File: src/rtl/led_blink_pattern_controller_assert.svh
// Assertion macros for the LED blink and pattern controller.
// Used by the top level; expects clk and rst_n in the including scope.
`ifndef LED_BLINK_PATTERN_CONTROLLER_ASSERT_SVH
`define LED_BLINK_PATTERN_CONTROLLER_ASSERT_SVH

// Checks that the consequent holds in the same cycle as the antecedent.
`define LBPC_ASSERT_SAME(lbl, ante, cons, msg) \
  lbl: assert property (@(posedge clk) disable iff (!rst_n) (ante) |-> (cons)) \
    else $error(msg);

// Checks that the consequent holds in the cycle after the antecedent.
`define LBPC_ASSERT_NEXT(lbl, ante, cons, msg) \
  lbl: assert property (@(posedge clk) disable iff (!rst_n) (ante) |=> (cons)) \
    else $error(msg);

`endif

File: src/rtl/lbpc_pkg.sv
// Package for the LED blink and pattern controller.
// Holds command and mode codes, register reset values and field widths.
`timescale 1ns / 1ps

package lbpc_pkg;

  localparam int CmdW   = 3;
  localparam int CountW = 8;
  localparam int TimeW  = 16;
  localparam int ModeW  = 2;
  localparam int AddrW  = 4;
  localparam int DataW  = 32;

  localparam logic [CmdW-1:0] CMD_TICK    = 3'd0;
  localparam logic [CmdW-1:0] CMD_ON      = 3'd1;
  localparam logic [CmdW-1:0] CMD_OFF     = 3'd2;
  localparam logic [CmdW-1:0] CMD_TOGGLE  = 3'd3;
  localparam logic [CmdW-1:0] CMD_BLINK   = 3'd4;
  localparam logic [CmdW-1:0] CMD_PATTERN = 3'd5;
  localparam logic [CmdW-1:0] CMD_FLASH   = 3'd6;
  localparam logic [CmdW-1:0] CMD_PAUSE   = 3'd7;

  localparam logic [ModeW-1:0] MODE_OFF     = 2'd0;
  localparam logic [ModeW-1:0] MODE_ON      = 2'd1;
  localparam logic [ModeW-1:0] MODE_BLINK   = 2'd2;
  localparam logic [ModeW-1:0] MODE_PATTERN = 2'd3;

  localparam logic [1:0] REG_ON_TIME     = 2'd0;
  localparam logic [1:0] REG_OFF_TIME    = 2'd1;
  localparam logic [1:0] REG_PAUSE_TIME  = 2'd2;
  localparam logic [1:0] REG_ENDING_TIME = 2'd3;

  localparam logic [TimeW-1:0] ON_TIME_RST     = 16'd250;
  localparam logic [TimeW-1:0] OFF_TIME_RST    = 16'd250;
  localparam logic [TimeW-1:0] PAUSE_TIME_RST  = 16'd500;
  localparam logic [TimeW-1:0] ENDING_TIME_RST = 16'd1000;
  localparam logic [TimeW-1:0] TIME_MAX        = 16'hFFFF;

  typedef struct packed {
    logic             led_level;
    logic [ModeW-1:0] mode;
  } result_t;

endpackage

File: src/rtl/lbpc_if.sv
// Valid/ready channel interfaces for the command and result streams.
// Depends on lbpc_pkg for field widths.
`timescale 1ns / 1ps

interface lbpc_in_if;
  logic                           valid;
  logic                           ready;
  logic [lbpc_pkg::CmdW-1:0]      command;
  logic [lbpc_pkg::CountW-1:0]    first_count;
  logic [lbpc_pkg::CountW-1:0]    second_count;
  logic                           repeat_req;
  logic [lbpc_pkg::TimeW-1:0]     hold_ms;

  modport source (output valid, command, first_count, second_count, repeat_req,
                  hold_ms, input ready);
  modport sink (input valid, command, first_count, second_count, repeat_req,
                hold_ms, output ready);
endinterface

interface lbpc_out_if;
  logic                        valid;
  logic                        ready;
  logic                        led_level;
  logic [lbpc_pkg::ModeW-1:0]  mode;

  modport source (output valid, led_level, mode, input ready);
  modport sink (input valid, led_level, mode, output ready);
endinterface

File: src/rtl/led_blink_pattern_controller.sv
// LED blink and pattern controller: one command or millisecond tick accepted per cycle
// while the skid entry is free, one result (LED level and mode) per command. A two-entry
// output register decouples the result channel, so a new command is taken every cycle
// while the second entry is free. Each command updates the mode state in the cycle it
// is transferred; its result is registered into the output entry, or into the skid
// entry when that is held. One command per cycle is sustained while results are taken.
// Depends on lbpc_pkg, lbpc_if and led_blink_pattern_controller_assert.svh.
`timescale 1ns / 1ps
`include "led_blink_pattern_controller_assert.svh"

module led_blink_pattern_controller (
  input  logic                          clk,
  input  logic                          rst_n,
  lbpc_in_if.sink                       in_ch,
  lbpc_out_if.source                    out_ch,
  input  logic                          cfg_psel,
  input  logic                          cfg_penable,
  input  logic                          cfg_pwrite,
  input  logic [lbpc_pkg::AddrW-1:0]    cfg_paddr,
  input  logic [lbpc_pkg::DataW-1:0]    cfg_pwdata,
  output logic [lbpc_pkg::DataW-1:0]    cfg_prdata,
  output logic                          cfg_pready
);

  logic [lbpc_pkg::TimeW-1:0] on_time_r, off_time_r, pause_time_r, ending_time_r;

  logic [lbpc_pkg::ModeW-1:0]  mode_r, mode_nxt;
  logic                        led_r, led_nxt;
  logic [lbpc_pkg::TimeW-1:0]  since_r, since_nxt;
  logic [lbpc_pkg::CountW-1:0] first_rem_r, first_rem_nxt;
  logic [lbpc_pkg::CountW-1:0] second_rem_r, second_rem_nxt;
  logic [lbpc_pkg::CountW-1:0] first_start_r, first_start_nxt;
  logic [lbpc_pkg::CountW-1:0] second_start_r, second_start_nxt;
  logic                        repeat_r, repeat_nxt;
  logic                        ov_active_r, ov_active_nxt;
  logic                        ov_level_r, ov_level_nxt;
  logic [lbpc_pkg::TimeW-1:0]  ov_elapsed_r, ov_elapsed_nxt;
  logic [lbpc_pkg::TimeW-1:0]  ov_len_r, ov_len_nxt;

  lbpc_pkg::result_t result_nxt, out_r, skid_r;
  logic              out_valid_r, skid_valid_r;
  logic              in_fire, out_fire, cfg_write;

  assign in_fire   = in_ch.valid && in_ch.ready;
  assign out_fire  = out_valid_r && out_ch.ready;
  assign cfg_write = cfg_psel && cfg_penable && cfg_pwrite && cfg_pready;

  assign in_ch.ready    = !skid_valid_r;
  assign out_ch.valid   = out_valid_r;
  assign out_ch.led_level = out_r.led_level;
  assign out_ch.mode    = out_r.mode;
  assign cfg_pready     = 1'b1;

  always_comb begin
    case (cfg_paddr[3:2])
      lbpc_pkg::REG_ON_TIME:     cfg_prdata = {16'd0, on_time_r};
      lbpc_pkg::REG_OFF_TIME:    cfg_prdata = {16'd0, off_time_r};
      lbpc_pkg::REG_PAUSE_TIME:  cfg_prdata = {16'd0, pause_time_r};
      lbpc_pkg::REG_ENDING_TIME: cfg_prdata = {16'd0, ending_time_r};
      default:                   cfg_prdata = '0;
    endcase
  end

  always_ff @(posedge clk) begin
    if (!rst_n) begin
      on_time_r     <= lbpc_pkg::ON_TIME_RST;
      off_time_r    <= lbpc_pkg::OFF_TIME_RST;
      pause_time_r  <= lbpc_pkg::PAUSE_TIME_RST;
      ending_time_r <= lbpc_pkg::ENDING_TIME_RST;
    end else if (cfg_write) begin
      case (cfg_paddr[3:2])
        lbpc_pkg::REG_ON_TIME:     on_time_r     <= cfg_pwdata[15:0];
        lbpc_pkg::REG_OFF_TIME:    off_time_r    <= cfg_pwdata[15:0];
        lbpc_pkg::REG_PAUSE_TIME:  pause_time_r  <= cfg_pwdata[15:0];
        lbpc_pkg::REG_ENDING_TIME: ending_time_r <= cfg_pwdata[15:0];
        default:                   on_time_r     <= on_time_r;
      endcase
    end
  end

  always_comb begin
    mode_nxt         = mode_r;
    led_nxt          = led_r;
    since_nxt        = since_r;
    first_rem_nxt    = first_rem_r;
    second_rem_nxt   = second_rem_r;
    first_start_nxt  = first_start_r;
    second_start_nxt = second_start_r;
    repeat_nxt       = repeat_r;
    ov_active_nxt    = ov_active_r;
    ov_level_nxt     = ov_level_r;
    ov_elapsed_nxt   = ov_elapsed_r;
    ov_len_nxt       = ov_len_r;

    case (in_ch.command)
      lbpc_pkg::CMD_TICK: begin
        if (since_r != lbpc_pkg::TIME_MAX) begin
          since_nxt = since_r + 16'd1;
        end
        if (ov_active_r) begin
          if (ov_elapsed_r >= ov_len_r) begin
            ov_active_nxt = 1'b0;
          end else begin
            ov_elapsed_nxt = ov_elapsed_r + 16'd1;
          end
        end
        if (ov_active_nxt) begin
          if (mode_r == lbpc_pkg::MODE_BLINK || mode_r == lbpc_pkg::MODE_PATTERN) begin
            led_nxt = ov_level_r;
          end
        end else if (mode_r == lbpc_pkg::MODE_BLINK) begin
          if (led_r && since_nxt >= on_time_r) begin
            led_nxt   = 1'b0;
            since_nxt = '0;
          end else if (!led_r && since_nxt >= off_time_r) begin
            led_nxt   = 1'b1;
            since_nxt = '0;
          end
        end else if (mode_r == lbpc_pkg::MODE_PATTERN) begin
          if (first_rem_r != '0) begin
            if (led_r && since_nxt >= on_time_r) begin
              led_nxt       = 1'b0;
              since_nxt     = '0;
              first_rem_nxt = first_rem_r - 8'd1;
            end else if (!led_r && since_nxt >= off_time_r) begin
              led_nxt   = 1'b1;
              since_nxt = '0;
            end
          end else if (second_rem_r != '0) begin
            if (since_nxt >= pause_time_r) begin
              led_nxt        = 1'b1;
              since_nxt      = '0;
              first_rem_nxt  = second_rem_r;
              second_rem_nxt = '0;
            end
          end else if (repeat_r) begin
            if (since_nxt >= ending_time_r) begin
              led_nxt        = 1'b1;
              since_nxt      = '0;
              first_rem_nxt  = first_start_r;
              second_rem_nxt = second_start_r;
            end
          end else begin
            mode_nxt = lbpc_pkg::MODE_OFF;
            led_nxt  = 1'b0;
          end
        end
      end
      lbpc_pkg::CMD_ON: begin
        mode_nxt = lbpc_pkg::MODE_ON;
        led_nxt  = 1'b1;
      end
      lbpc_pkg::CMD_OFF: begin
        mode_nxt = lbpc_pkg::MODE_OFF;
        led_nxt  = 1'b0;
      end
      lbpc_pkg::CMD_TOGGLE: begin
        if (mode_r == lbpc_pkg::MODE_OFF) begin
          mode_nxt = lbpc_pkg::MODE_ON;
          led_nxt  = 1'b1;
        end else begin
          mode_nxt = lbpc_pkg::MODE_OFF;
          led_nxt  = 1'b0;
        end
      end
      lbpc_pkg::CMD_BLINK: begin
        if (mode_r != lbpc_pkg::MODE_BLINK) begin
          mode_nxt  = lbpc_pkg::MODE_BLINK;
          led_nxt   = 1'b1;
          since_nxt = '0;
        end
      end
      lbpc_pkg::CMD_PATTERN: begin
        repeat_nxt = in_ch.repeat_req;
        if (mode_r != lbpc_pkg::MODE_PATTERN || first_start_r != in_ch.first_count ||
            second_start_r != in_ch.second_count) begin
          mode_nxt         = lbpc_pkg::MODE_PATTERN;
          first_start_nxt  = in_ch.first_count;
          second_start_nxt = in_ch.second_count;
          first_rem_nxt    = in_ch.first_count;
          second_rem_nxt   = in_ch.second_count;
          led_nxt          = 1'b1;
          since_nxt        = '0;
        end
      end
      lbpc_pkg::CMD_FLASH: begin
        ov_active_nxt  = 1'b1;
        ov_level_nxt   = 1'b1;
        ov_elapsed_nxt = '0;
        ov_len_nxt     = in_ch.hold_ms;
      end
      lbpc_pkg::CMD_PAUSE: begin
        ov_active_nxt  = 1'b1;
        ov_level_nxt   = 1'b0;
        ov_elapsed_nxt = '0;
        ov_len_nxt     = in_ch.hold_ms;
      end
      default: begin
        ov_active_nxt = ov_active_r;
      end
    endcase

    result_nxt.led_level = ov_active_nxt ? ov_level_nxt : led_nxt;
    result_nxt.mode      = mode_nxt;
  end

  always_ff @(posedge clk) begin
    if (!rst_n) begin
      mode_r         <= lbpc_pkg::MODE_OFF;
      led_r          <= 1'b0;
      since_r        <= '0;
      first_rem_r    <= '0;
      second_rem_r   <= '0;
      first_start_r  <= '0;
      second_start_r <= '0;
      repeat_r       <= 1'b0;
      ov_active_r    <= 1'b0;
      ov_level_r     <= 1'b0;
      ov_elapsed_r   <= '0;
      ov_len_r       <= '0;
    end else if (in_fire) begin
      mode_r         <= mode_nxt;
      led_r          <= led_nxt;
      since_r        <= since_nxt;
      first_rem_r    <= first_rem_nxt;
      second_rem_r   <= second_rem_nxt;
      first_start_r  <= first_start_nxt;
      second_start_r <= second_start_nxt;
      repeat_r       <= repeat_nxt;
      ov_active_r    <= ov_active_nxt;
      ov_level_r     <= ov_level_nxt;
      ov_elapsed_r   <= ov_elapsed_nxt;
      ov_len_r       <= ov_len_nxt;
    end
  end

  always_ff @(posedge clk) begin
    if (!rst_n) begin
      out_valid_r  <= 1'b0;
      skid_valid_r <= 1'b0;
    end else if (skid_valid_r) begin
      if (out_fire) begin
        skid_valid_r <= 1'b0;
      end
    end else if (in_fire) begin
      if (!out_valid_r || out_fire) begin
        out_valid_r <= 1'b1;
      end else begin
        skid_valid_r <= 1'b1;
      end
    end else if (out_fire) begin
      out_valid_r <= 1'b0;
    end
  end

  always_ff @(posedge clk) begin
    if (skid_valid_r) begin
      if (out_fire) begin
        out_r <= skid_r;
      end
    end else if (in_fire) begin
      if (!out_valid_r || out_fire) begin
        out_r <= result_nxt;
      end else begin
        skid_r <= result_nxt;
      end
    end
  end

  `LBPC_ASSERT_SAME(a_skid_behind_out, skid_valid_r, out_valid_r,
                    "Skid entry holds a result while the output entry is empty.")
  `LBPC_ASSERT_SAME(a_overlay_bound, ov_active_r, ov_elapsed_r <= ov_len_r,
                    "Overlay elapsed time ran past its length.")
  `LBPC_ASSERT_SAME(a_permanent_level,
                    mode_r == lbpc_pkg::MODE_OFF || mode_r == lbpc_pkg::MODE_ON,
                    led_r == (mode_r == lbpc_pkg::MODE_ON),
                    "Permanent mode does not match its LED level.")
  `LBPC_ASSERT_NEXT(a_pattern_enters,
                    in_fire && in_ch.command == lbpc_pkg::CMD_PATTERN,
                    mode_r == lbpc_pkg::MODE_PATTERN,
                    "Pattern command did not enter pattern mode.")

endmodule

File: src/flat_wrapper.sv
// flat-port wrapper written by rule: the top's interface ports become plain ports
module led_blink_pattern_controller_flat 
  (clk, rst_n, cfg_psel, cfg_penable, cfg_pwrite, cfg_paddr, cfg_pwdata, cfg_prdata, cfg_pready, in_ch_valid, in_ch_command, in_ch_first_count, in_ch_second_count, in_ch_repeat_req, in_ch_hold_ms, in_ch_ready, out_ch_valid, out_ch_led_level, out_ch_mode, out_ch_ready);
  lbpc_in_if in_ch_i ();
  lbpc_out_if out_ch_i ();
  input  logic clk;
  input  logic rst_n;
  input  logic cfg_psel;
  input  logic cfg_penable;
  input  logic cfg_pwrite;
  input  logic [lbpc_pkg::AddrW-1:0] cfg_paddr;
  input  logic [lbpc_pkg::DataW-1:0] cfg_pwdata;
  output logic [lbpc_pkg::DataW-1:0] cfg_prdata;
  output logic cfg_pready;
  input wire logic [$bits(in_ch_i.valid)-1:0] in_ch_valid;
  input wire logic [$bits(in_ch_i.command)-1:0] in_ch_command;
  input wire logic [$bits(in_ch_i.first_count)-1:0] in_ch_first_count;
  input wire logic [$bits(in_ch_i.second_count)-1:0] in_ch_second_count;
  input wire logic [$bits(in_ch_i.repeat_req)-1:0] in_ch_repeat_req;
  input wire logic [$bits(in_ch_i.hold_ms)-1:0] in_ch_hold_ms;
  output wire logic [$bits(in_ch_i.ready)-1:0] in_ch_ready;
  output wire logic [$bits(out_ch_i.valid)-1:0] out_ch_valid;
  output wire logic [$bits(out_ch_i.led_level)-1:0] out_ch_led_level;
  output wire logic [$bits(out_ch_i.mode)-1:0] out_ch_mode;
  input wire logic [$bits(out_ch_i.ready)-1:0] out_ch_ready;
  assign in_ch_i.valid = in_ch_valid;
  assign in_ch_i.command = in_ch_command;
  assign in_ch_i.first_count = in_ch_first_count;
  assign in_ch_i.second_count = in_ch_second_count;
  assign in_ch_i.repeat_req = in_ch_repeat_req;
  assign in_ch_i.hold_ms = in_ch_hold_ms;
  assign in_ch_ready = in_ch_i.ready;
  assign out_ch_valid = out_ch_i.valid;
  assign out_ch_led_level = out_ch_i.led_level;
  assign out_ch_mode = out_ch_i.mode;
  assign out_ch_i.ready = out_ch_ready;
  led_blink_pattern_controller u_core (.clk(clk), .rst_n(rst_n), .in_ch(in_ch_i), .out_ch(out_ch_i), .cfg_psel(cfg_psel), .cfg_penable(cfg_penable), .cfg_pwrite(cfg_pwrite), .cfg_paddr(cfg_paddr), .cfg_pwdata(cfg_pwdata), .cfg_prdata(cfg_prdata), .cfg_pready(cfg_pready));
endmodule
File: config.mk
export PLATFORM = sky130hd
export DESIGN_NAME = led_blink_pattern_controller_flat
export DESIGN_NICKNAME = d
export VERILOG_FILES = /design/src/rtl/lbpc_pkg.sv /design/src/rtl/lbpc_if.sv /design/src/rtl/led_blink_pattern_controller.sv /design/src/flat_wrapper.sv
export VERILOG_INCLUDE_DIRS = /design/src /design/src/rtl
export SDC_FILE = /design/constraint.sdc
export NUM_CORES = 1
export LEC_CHECK = 0
export ABC_CLOCK_PERIOD_IN_PS = 9100
export BUFFER_PORTS_ARGS = -buffer_cell sky130_fd_sc_hd__buf_2
export CAP_MARGIN = 5
export CORE_UTILIZATION = 50
export CTS_CLUSTER_DIAMETER = 80
export DETAILED_ROUTE_END_ITERATION = 6
export MAX_ROUTING_LAYER = met4
export PLACE_DENSITY = 0.78
export RECOVER_POWER = 25
export SLEW_MARGIN = 20
export SYNTH_ARGS = -nofsm -noshare
export SYNTH_HDL_FRONTEND = slang
export SYNTH_SLANG_ARGS = --single-unit
export TNS_END_PERCENT = 100
File: constraint.sdc
create_clock -name clk -period 9.1 [get_ports clk]
set_input_delay 1.365 -clock clk [delete_from_list [all_inputs] [get_ports clk]]
set_output_delay 1.365 -clock clk [all_outputs]
set_load 0.1 [all_outputs]
---- After elaboration in Yosys (flattened, before gate mapping) ----
Cells that the tools add are included.
storage, ports and cells
  output and inout port bits .............. 38
  logic and storage cells ................. 187
  input port bits ......................... 79
  bits in registers ....................... 158
operators by class
  order comparisons ....................... 5
  reductions and logical operators ........ 39
  muxes and demuxes ....................... 82
  bitwise operators ....................... 2
  add/sub/neg operators ................... 3
  equality and inequality tests ........... 34
operators with widths
  cell                     number
  $mux W16                 16
  $mux W8                  19
  $pmux W32 S4             1
  $ge A16 B16 Y1           5
  $pmux W16 S3             1
  $add A16 B1 Y16 const B  2
  $pmux W16 S2             1
  $pmux W8 S2              2
  $mux W1                  26
  $reduce_and A10 Y1       2
  $mux W2                  8
  $ne A16 B16 Y1 const B   1
  $ne A2 B2 Y1 const B     8
  $ne A8 B8 Y1             2
  $reduce_bool A8 Y1       2
  $eq A3 B3 Y1 const B     4
  $mux W3                  4
  $pmux W2 S6              1
  $reduce_and A2 Y1        6
  $reduce_and A3 Y1        4
  $reduce_bool A2 Y1       5
  $eq A2 B2 Y1 const B     4
  $ne A2 B1 Y1 const B     4
  $ne A4 B1 Y1 const B     2
  other kinds (19)         35

---- Depth between registers and ports, before layout ----
Gate-level depths: netlist of run 1.
  depth in word-level cells ............... 16
  mapped depth ............................ 19
  mapped depth without buffers ............ 16

---- Least setup slack after synthesis of run 1 ----
OpenSTA, ideal clock, no wires.
  path type ............................... reg-to-reg
  start ................................... register u_core.since_r[4] (netlist name)
  end ..................................... register u_core.since_r[4] (netlist name)
  data arrival time ....................... 3955 ps
  buffers on the path ..................... 1
  stages on the path, launching flop included .. 18
  period minus slack after synthesis ...... 4072 ps
  data required time ...................... 8983 ps
  setup slack ............................. 5028 ps
  setup time .............................. 117 ps
  cells stage by stage .................... dfxtp_1 -> and4_1 -> and3_1 -> nand2_1 -> nor4_1 -> nor2_1 -> and2_1 -> xor2_1 -> ha_1 -> and4_1 -> o211ai_1 -> o32ai_1 -> a41oi_1 -> o211a_1 -> a2111o_1 -> and2_1 -> buf_6 -> a32o_1
between the ends
  cells in the longest elaborated chain, start to end .. 12
  elaborated cells on any way between the ends .. 21
  classes of those cells .................. add/sub (1); order compare (4); eq/ne (1); mux (13); reduce/logical (2)
ends and longest elaborated chain
  item                                                      RTL line                                                                                                       source
  start, declared                                           led_blink_pattern_controller.sv:29                                                                             logic [lbpc_pkg::TimeW-1:0] since_r, since_nxt;
  start signal, assigned                                    led_blink_pattern_controller.sv:224                                                                            since_r <= since_nxt;
  $add A16 B1 Y16 / $ne A16 B16 Y1 (equally long branches)  led_blink_pattern_controller.sv:98, led_blink_pattern_controller.sv:97
  $mux W16 *                                                led_blink_pattern_controller.sv:97                                                                             if (since_r != lbpc_pkg::TIME_MAX) begin
  $mux W16 *                                                led_blink_pattern_controller.sv:95                                                                             case (in_ch.command)
  $ge A16 B16 Y1, on equally long branches                  led_blink_pattern_controller.sv:137, led_blink_pattern_controller.sv:115, led_blink_pattern_controller.sv:125
  $mux W16 / $logic_and A1 B1 Y1 (equally long branches)    led_blink_pattern_controller.sv:137, led_blink_pattern_controller.sv:115, led_blink_pattern_controller.sv:125
  $mux W16, on equally long branches                        led_blink_pattern_controller.sv:136, led_blink_pattern_controller.sv:115, led_blink_pattern_controller.sv:125
  $mux W16, on equally long branches                        led_blink_pattern_controller.sv:129, led_blink_pattern_controller.sv:112, led_blink_pattern_controller.sv:121
  $mux W16                                                  led_blink_pattern_controller.sv:120                                                                            if (first_rem_r != '0) begin
  $mux W16                                                  led_blink_pattern_controller.sv:119                                                                            end else if (mode_r == lbpc_pkg::MODE_PATTERN) begin
  $mux W16                                                  led_blink_pattern_controller.sv:111                                                                            end else if (mode_r == lbpc_pkg::MODE_BLINK) begin
  $mux W16 *                                                led_blink_pattern_controller.sv:107                                                                            if (ov_active_nxt) begin
  $pmux W16 S3 *                                            led_blink_pattern_controller.sv:95
Every way passes the cells marked *; elsewhere a longest branch is shown, timed or not. The select of a mux whose other input is x is not followed.
A chain may end at the register's enable or synchronous reset.

==> results.sh, run 1 <==
export IMPL_synth_edff_count=6
export IMPL_min_delay_path_depth=2
export IMPL_timing_reg2reg_worst_path_depth=14
export IMPL_detail_route_antenna_nets=0
export IMPL_tritoncts="done"
export IMPL_grt_pass1_wl_um=40430
export IMPL_critical_path_peak_fanout=57
export IMPL_place_hpwl_um=17580
export IMPL_timing_final_max_slew_violations=58
export IMPL_pin_count=117
export IMPL_synth_seq_cells=158
export IMPL_outcome="complete, but fails checks"
export IMPL_yosysWarnings=0
export IMPL_routed_via_count=8670
export IMPL_synth_area_sq_mm=0.009709
export IMPL_crit_path_max_incr_delay_ns=1.85
export IMPL_fin_nets=1383
export IMPL_fp_dieW_um=141.4
export IMPL_worst_slew_pin_transition_ns=2.633
export IMPL_clk_latency_ns=0.44
export IMPL_synth_flop_cell="sky130_fd_sc_hd__dfxtp_1"
export IMPL_timing_fmax_mhz=172.4
export IMPL_timing_worst_setup_path_type="input port to register"
export IMPL_setup_tns_final_ns=0
export IMPL_finalWirelength_um=24690
export IMPL_postCtsResizedCells=0
export IMPL_diodes=0
export IMPL_leakagePower_nw=4.459
export IMPL_synth_top_family_by_area="compound AO/OA/AOI/OAI gates"
export IMPL_dieArea_sq_mm=0.01998
export IMPL_slowest_stage="sky130_fd_sc_hd__clkbuf_1"
export IMPL_multi_input_comb_area_sq_mm=0.005823
export IMPL_clock_skew_ns=0.01218
export IMPL_dr_wl_met3_um=1347
export IMPL_die_height_um=141.4
export IMPL_max_cap_viol_count=1
export IMPL_drive_gt1_share_pct=11.91
export IMPL_hold_path_class="register to register"
export IMPL_vdd_ir_drop_worst_uv=137.5
export IMPL_wl_per_cell_um=16.53
export IMPL_seq_area_frac_synth_pct=33.20
export IMPL_via_density_per_instance=5.803
export IMPL_worstPathCellList="buf_2, clkbuf_1, inv_1, nor3_1, and2_1, a32o_1"
export IMPL_timing_hold_violations_final=0
export IMPL_synth_compound_area_share_pct=19.88
export IMPL_post_synth_and_or_nand_nor_area_fraction_pct=18.69
export IMPL_number_of_antenna_violations_at_the_first_check_in_global_routing=0
export IMPL_clock_tree_root_cell="sky130_fd_sc_hd__clkbuf_16"
export IMPL_crit_path_start_kind="input port"
export IMPL_drt_pre_antenna_iters=5
export IMPL_pwr_density_cell_mw_per_mm2=156.0
export IMPL_ff2ff_setup_slack_ns=3.92
export IMPL_grtUsageTotal_pct=26.23
export IMPL_clkSinkCount=158
export IMPL_globalplace_congestion=0.9111
export IMPL_clk_pin_slew_worst_paths_ns=0.07
export IMPL_cts_buffers_inserted=17
export IMPL_fp_row_count=50
export IMPL_drt_first_iter_violations=598
export IMPL_maxSlewHeadroom_pct=-75.54
export IMPL_worst_r2r_dst="u_core.first_rem_r[3]"
export IMPL_synth_adder_area_share_pct=10.70
export IMPL_top_metal_layer_carrying_routed_signals="met4"
export IMPL_postCtsHoldBufs=0
export IMPL_cts_root_to_sink_buffers=2
export IMPL_ys_async_sr_fraction_pct=0
export IMPL_grt_overflow=0
export IMPL_num_fill_cells=1741
export IMPL_met2WireLength_um=11790
export IMPL_worstHoldEndpoint="u_core.ov_len_r[3]"
export IMPL_commonest_non_fill_non_tap_cells_in_the_layout="sky130_fd_sc_hd__nand2_1, sky130_fd_sc_hd__dfxtp_1, sky130_fd_sc_hd__a21oi_1"
export IMPL_period_share_pct=63.76
export IMPL_finalSetupViolations=0
export IMPL_placeableCoreArea_sq_mm=0.01889
export IMPL_count_of_unique_library_cells_instantiated_by_yosys=72
export IMPL_initial_utilization_pct=51.39
export IMPL_timing_critical_path_to_type="register"
export IMPL_wl_met1_um=10850
export IMPL_grt_setup_unrepaired="false"
export IMPL_fin_worst_hold_slack_ns=0.4585
export IMPL_layout_min_cycle_time_ns=5.802
export IMPL_grt_start_max_net_pins=58
export IMPL_grt_pass1_vias=8293
export IMPL_area_growth_synth_to_final_pct=10.86
export IMPL_critPathRequiredTime_ns=9.47
export IMPL_syn_instance_count=1176
export IMPL_timing_hold_worst_start="u_core.ov_len_r[3]"
export IMPL_violations_in_the_final_reports="max-capacitance violations, max-slew violations"
export IMPL_reg2reg_launch_point="u_core.since_r[4]"
export IMPL_drc=0
export IMPL_port_buffers=81
export IMPL_synth_mux_area_share_pct=7.049
export IMPL_final_seq_area_sq_mm=0.003223
export IMPL_htreeDepth=4
export IMPL_most_common_cell_after_layout_fill_and_taps_aside="sky130_fd_sc_hd__nand2_1"
export IMPL_synthXorXnorAreaFrac_pct=2.887
export IMPL_critPathArrivalTime_ns=6.17
export IMPL_cts_post_setup_buffers_inserted=0
export IMPL_syn_avg_cell_area_sq_um=8.256
-- power by group --
group | internal (W) | switching, W | total, W
Sequential | 0.000711 | 0.0000127 | 0.000724
Clock | 0.000412 | 0.000323 | 0.000736
Combinational | 0.0000571 | 0.000163 | 0.000220
Total | 0.00118 | 0.000499 | 0.00168
-- sequential cells by signal (all words and copies together) (netlist names), 16 cells and up --
signal and cells:
u_core.since_r 16, u_core.off_time_r 16, u_core.ending_time_r 16, u_core.ov_elapsed_r 16
u_core.pause_time_r 16, u_core.ov_len_r 16, u_core.on_time_r 16
-- synthesized netlist by cell type (all sizes together), types with 5 or more instances --
library cell,n,area [sq um]
a31oi,10,62.56
or3,6,37.54
nor4,10,83.83
a211oi,22,165.2
nand2,206,775.8
o21a,8,60.06
nand3,24,120.1
nor2,63,236.5
mux4,16,360.4
a32o,10,100.1
inv,94,352.8
xor2,19,166.4
ha,83,1039
clkbuf,44,165.2
and4,7,61.31
a21o,5,37.54
o21ai,32,175.2
dfxtp,152,3043
mux2i,29,290.3
edfxtp,6,180.2
nand2b,9,56.30
and2,16,100.1
and3,20,125.1
o211ai,31,232.7
a41o,5,50.05
buf,31,212.7
xnor2,13,113.9
nor3,14,70.07
a311oi,8,82.58
nand4,13,81.33
a21oi,112,571.8
-- area by class of cell --
type | count | share of cell area (%)
Clock inverter | 13 | 1.325
Timing Repair Buffer | 86 | 4.022
Tap cell | 260 | 3.022
Clock buffer | 19 | 4.312
Sequential cell | 158 | 29.94
Multi-Input combinational cell | 864 | 54.10
Inverter | 94 | 3.278
-- cell families (layout without fill, tap and decap cells) --
group,after synthesis,in the layout
and+or+nand+nor,396,396
AOI/OAI and AO/OA,288,288
buffers and inverters,169,212
DFF,158,158
adders and majority gates,83,83
muxes,48,48
xor gates and xnor gates,32,32
other,2,17
-- through the flow --
step,setup slack (ns),cells,power (W),instance area [sq um],util [%]
detailed placement,4.038,1462,0.0009573,10170,53.83
floorplan,5.028,1191,0.0009111,9766,-
finish,3.298,1494,0.001679,10760,56.97
global route,2.705,1494,0.001734,10760,56.97
CTS,4.012,1494,0.001684,10780,57.04
global placement,4.177,1462,0.0009539,10170,53.83
-- how the worst max path moves through the flow --
stage	startpoint	end	slack, ns	depth (start not counted)
3_3_place_gp	u_core.since_r[4]	u_core.first_rem_r[0]	4.18	14
5_1_grt	rst_n	u_core.since_r[11]	2.71	6
3_5_place_dp	u_core.since_r[4]	u_core.first_rem_r[5]	4.04	14
2_1_floorplan	u_core.since_r[4]	u_core.since_r[4]	5.03	17
4_1_cts	u_core.since_r[4]	u_core.first_rem_r[6]	4.01	14
6_report	rst_n	u_core.since_r[14]	3.30	6
-- worst max-delay path, delay by kind of cell --
family,cells,cell delay [ns]
simple gates,2,1.17
compound gates,1,0.19
buf+inv,3,3.42
-- metal layers --
| metal | track usage [%] | vias to the layer above |
|---|---|---|
| met1 | 32.15 | 4063 |
| li1 | - | 4259 |
| met3 | 3.982 | 53 |
| met2 | 42.91 | 295 |
| met5 | - | - |
| met4 | 11.38 | 0 |
Power figures use the tool's default switching activity.
==> run 2: changes to the inputs <==
--- a/config.mk
+++ b/config.mk
@@ -6,14 +6,15 @@
 export SDC_FILE = /design/constraint.sdc
 export NUM_CORES = 1
 export LEC_CHECK = 0
-export ABC_CLOCK_PERIOD_IN_PS = 9100
+export ABC_AREA = 1
+export ABC_CLOCK_PERIOD_IN_PS = 5210
 export BUFFER_PORTS_ARGS = -buffer_cell sky130_fd_sc_hd__buf_2
 export CAP_MARGIN = 5
 export CORE_UTILIZATION = 50
 export CTS_CLUSTER_DIAMETER = 80
 export DETAILED_ROUTE_END_ITERATION = 6
 export MAX_ROUTING_LAYER = met4
-export PLACE_DENSITY = 0.78
+export PLACE_DENSITY = 0.81
 export RECOVER_POWER = 25
 export SLEW_MARGIN = 20
 export SYNTH_ARGS = -nofsm -noshare
==> constraint.sdc (replaced) <==
create_clock -name clk -period 5.21 [get_ports clk]
set_input_delay 0.7815 -clock clk [delete_from_list [all_inputs] [get_ports clk]]
set_output_delay 0.7815 -clock clk [all_outputs]
set_load 0.1 [all_outputs]
==> run 2 against run 1 <==
- the flow still finishes with violations (max-capacitance violations, max-slew violations)
- clock power rose by 74%
- final cell count rose by 15%
- sequential power is 75% higher
- total power up 81%
- first-iteration DRC count up 15%
- critical path depth rose by 17
- critical endpoint is now u_core.since_r[13]
- highest routed layer unchanged
==> results.sh, run 2 <==
export IMPL_critical_path_peak_fanout=16
export IMPL_vdd_ir_drop_worst_uv=260.0
export IMPL_grt_setup_unrepaired="false"
export IMPL_drt_first_iter_violations=686
export IMPL_place_detailed_instances=1680
export IMPL_pin_count=117
export IMPL_synth_top_cells_by_count="sky130_fd_sc_hd__nand2_1, sky130_fd_sc_hd__a21oi_1, sky130_fd_sc_hd__inv_1"
export IMPL_timing_worst_setup_path_type="register to register"
export IMPL_synth_seq_cells=158
export IMPL_crit_path_start_kind="register"
export IMPL_htreeDepth=4
export IMPL_grt_pass1_wl_um=40990
export IMPL_clock_skew_ns=0.01077
export IMPL_critPathRequiredTime_ns=5.56
export IMPL_postCtsResizedCells=0
export IMPL_initial_utilization_pct=51.24
export IMPL_cts_root_to_sink_buffers=2
export IMPL_synth_top_area_share_pct=31.54
export IMPL_synth_edff_count=6
export IMPL_grt_pass1_vias=8650
export IMPL_routed_via_count=9268
export IMPL_synth_area_sq_mm=0.009649
export IMPL_postCtsHoldBufs=0
export IMPL_cts_post_setup_buffers_inserted=0
export IMPL_syn_avg_cell_area_sq_um=6.987
export IMPL_maxSlewHeadroom_pct=-37.85
export IMPL_drive_gt1_share_pct=9.711
export IMPL_fp_dieW_um=140.9
export IMPL_slowest_stage="sky130_fd_sc_hd__xor2_1"
export IMPL_violations_in_the_final_reports="max-capacitance violations, max-slew violations"
export IMPL_synth_flop_cell="sky130_fd_sc_hd__dfxtp_1"
export IMPL_leakagePower_nw=4.869
export IMPL_port_buffers=81
export IMPL_synth_top_cells_by_area="sky130_fd_sc_hd__dfxtp_1, sky130_fd_sc_hd__ha_1, sky130_fd_sc_hd__nand2_1"
export IMPL_dieArea_sq_mm=0.01986
export IMPL_clkSinkCount=158
export IMPL_critPathMostFrequentCell="sky130_fd_sc_hd__nand2_1"
export IMPL_worstPathCellList="ha_1, nand3_1, nor3_2, nand2_2, nor2_4, nand2_4, nor2_8, nor2_2, nand2_1, nor2_1, xor2_1, ha_1, a21oi_1, o21ai_0, a21oi_1, nand3_1, nand2_1, nand2_1, nand2_1, nand2_1, nand2_1, nand3_1, a21oi_1"
export IMPL_setup_tns_final_ns=0
export IMPL_clock_tree_root_cell="sky130_fd_sc_hd__clkbuf_16"
export IMPL_globalplace_congestion=0.9147
export IMPL_place_hpwl_um=17780
export IMPL_syn_instance_count=1381
export IMPL_die_height_um=140.9
export IMPL_layout_min_cycle_time_ns=4.226
export IMPL_finalWirelength_um=24600
export IMPL_pwr_density_cell_mw_per_mm2=282.5
export IMPL_area_growth_synth_to_final_pct=11.38
export IMPL_grt_start_max_net_pins=116
export IMPL_clk_latency_ns=0.43
export IMPL_worst_slew_pin_transition_ns=2.068
export IMPL_timing_reg2reg_worst_path_depth=23
export IMPL_max_cap_viol_count=1
export IMPL_period_share_pct=81.11
export IMPL_grtUsageTotal_pct=26.32
export IMPL_fp_row_count=50
export IMPL_ys_async_sr_fraction_pct=0
export IMPL_timing_hold_violations_final=0
export IMPL_drt_pre_antenna_iters=5
export IMPL_seq_area_frac_synth_pct=33.40
export IMPL_clk_pin_slew_worst_paths_ns=0.06
export IMPL_outcome="complete, but fails checks"
export IMPL_num_fill_cells=1773
export IMPL_post_synth_top_count_cell="sky130_fd_sc_hd__nand2_1"
export IMPL_instances_no_fill=1713
export IMPL_fin_nets=1601
export IMPL_finalSetupViolations=0
export IMPL_yosysWarnings=0
export IMPL_detail_route_antenna_nets=0
export IMPL_commonest_non_fill_non_tap_cells_in_the_layout="sky130_fd_sc_hd__nand2_1, sky130_fd_sc_hd__inv_1, sky130_fd_sc_hd__a21oi_1"
export IMPL_timing_fmax_mhz=236.7
export IMPL_hold_path_class="register to register"
export IMPL_critPathArrivalTime_ns=4.58
export IMPL_drc=0
export IMPL_most_common_cell_after_layout_fill_and_taps_aside="sky130_fd_sc_hd__nand2_1"
export IMPL_tritoncts="done"
export IMPL_cts_buffers_inserted=17
export IMPL_crit_path_max_incr_delay_ns=0.43
export IMPL_grt_overflow=0
export IMPL_timing_final_max_slew_violations=116
export IMPL_count_of_unique_library_cells_instantiated_by_yosys=49
export IMPL_timing_critical_path_to_type="register"
export IMPL_placeableCoreArea_sq_mm=0.01883
export IMPL_number_of_antenna_violations_at_the_first_check_in_global_routing=1
export IMPL_netlist_top_cell_by_area="sky130_fd_sc_hd__dfxtp_1"
export IMPL_via_density_per_instance=5.410
export IMPL_min_delay_path_depth=2
export IMPL_wl_per_cell_um=14.36
==> run 2: power by group <==
part           internal [W]  total (W)  switching, W
registers           0.00125    0.00127     0.0000194
clock network      0.000751    0.00128      0.000529
logic              0.000119   0.000485      0.000366
total               0.00212    0.00304      0.000914
==> run 2: cell type report <==
| type | count | area (sq um) | area share [%] |
|---|---|---|---|
| multi-input combinational | 992 | 5470 | 50.90 |
| sequential | 158 | 3223 | 29.99 |
| inverter | 182 | 683.2 | 6.356 |
| clock buffer | 22 | 474.2 | 4.412 |
| timing repair buffer | 88 | 440.4 | 4.098 |
| tap | 260 | 325.3 | 3.027 |
| clock inverter | 10 | 128.9 | 1.199 |
| antenna | 1 | 2.502 | 0.02328 |
==> run 2: cell families after synthesis <==
group / count (synthesis) / share of synthesized area (%)
flip-flops: 158 / 33.40
other: 2 / 0.07783
XOR/XNOR: 21 / 1.906
AO/OA/AOI/OAI: 375 / 21.37
AND/OR/NAND/NOR: 496 / 21.94
adder cells (fa/ha/maj): 83 / 10.76
buffers and inverters: 246 / 10.54
==> run 2: stage by stage <==
stage,utilization (%),hold WS [ns],area [sq um],total power [W],worst slack [ns]
after floorplan,-,0.4353,9706,0.001680,1.152
final,57.08,0.4648,10750,0.003036,0.9844
after detailed placement,53.93,0.4571,10150,0.001776,1.076
after CTS,57.13,0.4665,10760,0.003043,1.057
after global routing,57.08,0.4899,10750,0.003149,0.5561
after global placement,53.93,0.4503,10150,0.001767,1.238
==> run 2: worst max-delay path, delay by kind of cell (launching register included) <==
family / cells / cell delay (ns)
xor+xnor: 1 / 0.43
flops: 1 / 0.39
compound gates: 4 / 0.74
simple gates: 16 / 2.05
fa+ha+maj: 2 / 0.53
==> run 2: metal layers <==
layer	vias to the layer above	part of all wire (%)	global-route usage (%)
met5	-	0	-
met4	0	2.0	7.609
met3	49	6.0	4.823
met2	261	47	43.47
met1	4251	45	32.80
li1	4707	-	-
==> run 2: worst paths after layout <==
kind / slack [ns] / startpoint / end
setup / recovery: 0.98 / u_core.since_r[0] / u_core.since_r[13]
hold / removal: 0.46 / u_core.ov_len_r[12] / u_core.ov_len_r[12]
setup reg to reg: 0.98 / u_core.since_r[0] / u_core.since_r[13]
hold reg to reg: 0.46 / u_core.ov_len_r[12] / u_core.ov_len_r[12]
==> run 3: changes to the inputs <==
--- a/config.mk
+++ b/config.mk
@@ -7,7 +7,7 @@
 export NUM_CORES = 1
 export LEC_CHECK = 0
 export ABC_AREA = 1
-export ABC_CLOCK_PERIOD_IN_PS = 5210
+export ABC_CLOCK_PERIOD_IN_PS = 3500
 export BUFFER_PORTS_ARGS = -buffer_cell sky130_fd_sc_hd__buf_2
 export CAP_MARGIN = 5
 export CORE_UTILIZATION = 50
==> constraint.sdc (replaced) <==
create_clock -name clk -period 3.5 [get_ports clk]
set_input_delay 0.525 -clock clk [delete_from_list [all_inputs] [get_ports clk]]
set_output_delay 0.525 -clock clk [all_outputs]
set_load 0.1 [all_outputs]
==> run 3 against run 2 <==
- the flow finishes with violations (negative setup slack)
- sequential cell count unchanged
- global-route usage is 0.89 points higher
- combinational power is 58% higher
- via count increased by 5.6%
- count of clock-buffer cells in the layout fell by 3
- fmax increased by 15%
- register-to-register slack got worse by 1.2 ns
- clock power up 51%
- non-clock buffer count is 52 higher
- critical path type unchanged
- critical endpoint is now u_core.first_rem_r[1]
- highest routed layer unchanged
==> results.sh, run 3 (synthesis results as in run 2) <==
export IMPL_globalplace_congestion=0.9293
export IMPL_hold_path_class="input port to register"
export IMPL_vdd_ir_drop_worst_uv=369.8
export IMPL_violations_in_the_final_reports="negative setup slack"
export IMPL_grt_setup_unrepaired="true"
export IMPL_slowest_stage="sky130_fd_sc_hd__nor4_2"
export IMPL_initial_utilization_pct=51.24
export IMPL_layout_min_cycle_time_ns=3.689
export IMPL_period_share_pct=105.4
export IMPL_critical_path_peak_fanout=8
export IMPL_multi_input_comb_area_sq_mm=0.005831
export IMPL_crit_cells=18
export IMPL_worst_slew_pin_transition_ns=1.227
export IMPL_pwr_density_cell_mw_per_mm2=396.3
export IMPL_fin_nets=1654
export IMPL_layout_setup_ws_ns=-0.1889
export IMPL_clock_tree_root_cell="sky130_fd_sc_hd__clkbuf_16"
export IMPL_met2WireLength_um=13020
export IMPL_timing_worst_setup_path_type="register to register"
export IMPL_place_ws_ns=-0.1524
export IMPL_clk_pin_slew_worst_paths_ns=0.07
export IMPL_cts_root_to_sink_buffers=2
export IMPL_tritoncts="done"
export IMPL_grt_pass1_vias=8939
export IMPL_path_buf_inv=4
export IMPL_final_seq_area_sq_mm=0.003231
export IMPL_drc=0
export IMPL_die_height_um=140.9
export IMPL_grtUsageTotal_pct=27.21
export IMPL_wl_per_cell_um=15.29
export IMPL_place_detailed_instances=1718
export IMPL_finalWirelength_um=27020
export IMPL_timing_hold_violations_final=0
export IMPL_grt_overflow=0
export IMPL_placeableCoreArea_sq_mm=0.01883
export IMPL_max_cap_viol_count=0
export IMPL_dr_wl_met3_um=1899
export IMPL_leakagePower_nw=5.282
export IMPL_detail_route_antenna_nets=0
export IMPL_fp_dieW_um=140.9
export IMPL_instances_no_fill=1767
export IMPL_postCtsHoldBufs=0
export IMPL_worstPathCellList="buf_4, nand3_1, nor4_2, nand3_1, o31a_2, buf_4, ha_1, nand2_1, nor3_4, nand3_2, nand3_2, nand2_2, buf_6, a22oi_4, buf_12, nand3_2, nand2_1, nor2_1"
export IMPL_clkSinkCount=158
export IMPL_clock_skew_ns=0.009727
export IMPL_htreeDepth=4
export IMPL_top_metal_layer_carrying_routed_signals="met4"
export IMPL_routed_via_count=9788
export IMPL_grt_pass1_wl_um=42190
export IMPL_clk_latency_ns=0.43
export IMPL_timing_critical_path_to_type="register"
export IMPL_wl_met1_um=11390
export IMPL_area_growth_synth_to_final_pct=20.05
export IMPL_number_of_antenna_violations_at_the_first_check_in_global_routing=2
export IMPL_port_buffers=81
export IMPL_crit_path_max_incr_delay_ns=0.39
export IMPL_place_hpwl_um=18650
export IMPL_commonest_non_fill_non_tap_cells_in_the_layout="sky130_fd_sc_hd__nand2_1, sky130_fd_sc_hd__inv_1, sky130_fd_sc_hd__a21oi_1"
export IMPL_most_common_cell_after_layout_fill_and_taps_aside="sky130_fd_sc_hd__nand2_1"
export IMPL_critical_path_top_delay_family="simple AND/OR/NAND/NOR gates"
export IMPL_drt_first_iter_violations=729
export IMPL_timing_fmax_mhz=271.1
export IMPL_min_delay_path_depth=3
export IMPL_crit_path_start_kind="register"
export IMPL_finalSetupViolations=34
export IMPL_dieArea_sq_mm=0.01986
export IMPL_pin_count=117
export IMPL_num_fill_cells=1603
export IMPL_timing_final_max_slew_violations=0
export IMPL_timing_reg2reg_worst_path_depth=18
export IMPL_fp_row_count=50
export IMPL_maxSlewHeadroom_pct=18.17
export IMPL_critPathRequiredTime_ns=3.82
export IMPL_drt_pre_antenna_iters=7
export IMPL_grt_start_max_net_pins=54
export IMPL_drive_gt1_share_pct=16.88
export IMPL_critPathArrivalTime_ns=4.01
export IMPL_cts_buffers_inserted=17
export IMPL_outcome="complete, but fails checks"
export IMPL_critPathMostFrequentCell="sky130_fd_sc_hd__nand3_2"
export IMPL_via_density_per_instance=5.539
## run 3: changes by cell type in the layout (fill, tap and decap cells not counted), moves of 9 or more
| cell | previous run | this run |
|---|---|---|
| sky130_fd_sc_hd__ha_4 | 0 | 9 |
| sky130_fd_sc_hd__nand2_2 | 3 | 16 |
| sky130_fd_sc_hd__nand3_1 | 57 | 45 |
| sky130_fd_sc_hd__ha_1 | 83 | 74 |
| sky130_fd_sc_hd__nand3_2 | 0 | 11 |
| sky130_fd_sc_hd__nand2_1 | 252 | 238 |
| sky130_fd_sc_hd__buf_4 | 3 | 52 |
## run 3: final timing paths
path | startpoint | slack (ns) | to
max | u_core.since_r[1] | -0.19 | u_core.first_rem_r[1]
min | in_ch_hold_ms[0] | 0.33 | u_core.ov_len_r[0]
max reg2reg | u_core.since_r[1] | -0.19 | u_core.first_rem_r[1]
min reg2reg | u_core.ov_len_r[13] | 0.46 | u_core.ov_len_r[13]
## run 3: area by class of cell
cell class,count,share of cell area (%)
clock buffer,19,3.910
multi-input combinational,993,50.33
antenna,2,0.04321
inverter,182,5.898
sequential,158,27.89
timing repair buffer,140,7.809
tap,260,2.808
clock inverter,13,1.307
## run 3: stage by stage
stage               util, %  setup TNS (ns)  hold WS, ns  power [W]  area (sq um)
floorplan                 -         -0.4475       0.4353   0.002501          9706
global placement      55.64         -0.7828       0.4498   0.002643         10480
detailed placement    55.64          -2.992       0.4514   0.002658         10480
CTS                   59.32       -0.003618       0.3105   0.004563         11170
global route          61.52          -13.46       0.3309   0.004744         11580
finish                61.52          -4.025       0.3268   0.004591         11580
## run 3: what timing repair did
| item | in CTS | in global routing |
|---|---|---|
| gates cloned | 1 | 1 |
| endpoints found under the hold margin | 0 | 0 |
| setup endpoints to repair | 34 | 35 |
| buffers inserted | 5 | 8 |
| pin swaps | 1 | 37 |
| gates resized for setup | 13 | 64 |
## run 3: report_power, final
part / leakage (nW) / switching (W) / internal, W / total (W)
sequential: 1.29 / 0.0000299 / 0.00186 / 0.00189
clock: 0.296 / 0.000829 / 0.00111 / 0.00193
combinational: 3.69 / 0.000568 / 0.000197 / 0.000765
## run 3: worst min-delay path, stage by stage
cell                     delay, ns
sky130_fd_sc_hd__buf_2        0.08
sky130_fd_sc_hd__nor2_1       0.04
sky130_fd_sc_hd__nor2_1       0.08
## run 3: layer usage
metal  up-vias  GRT usage (%)
met4         0          9.840
met5         -              -
met3        57          4.925
met1      4544          33.01
li1       4812              -
met2       375          45.20
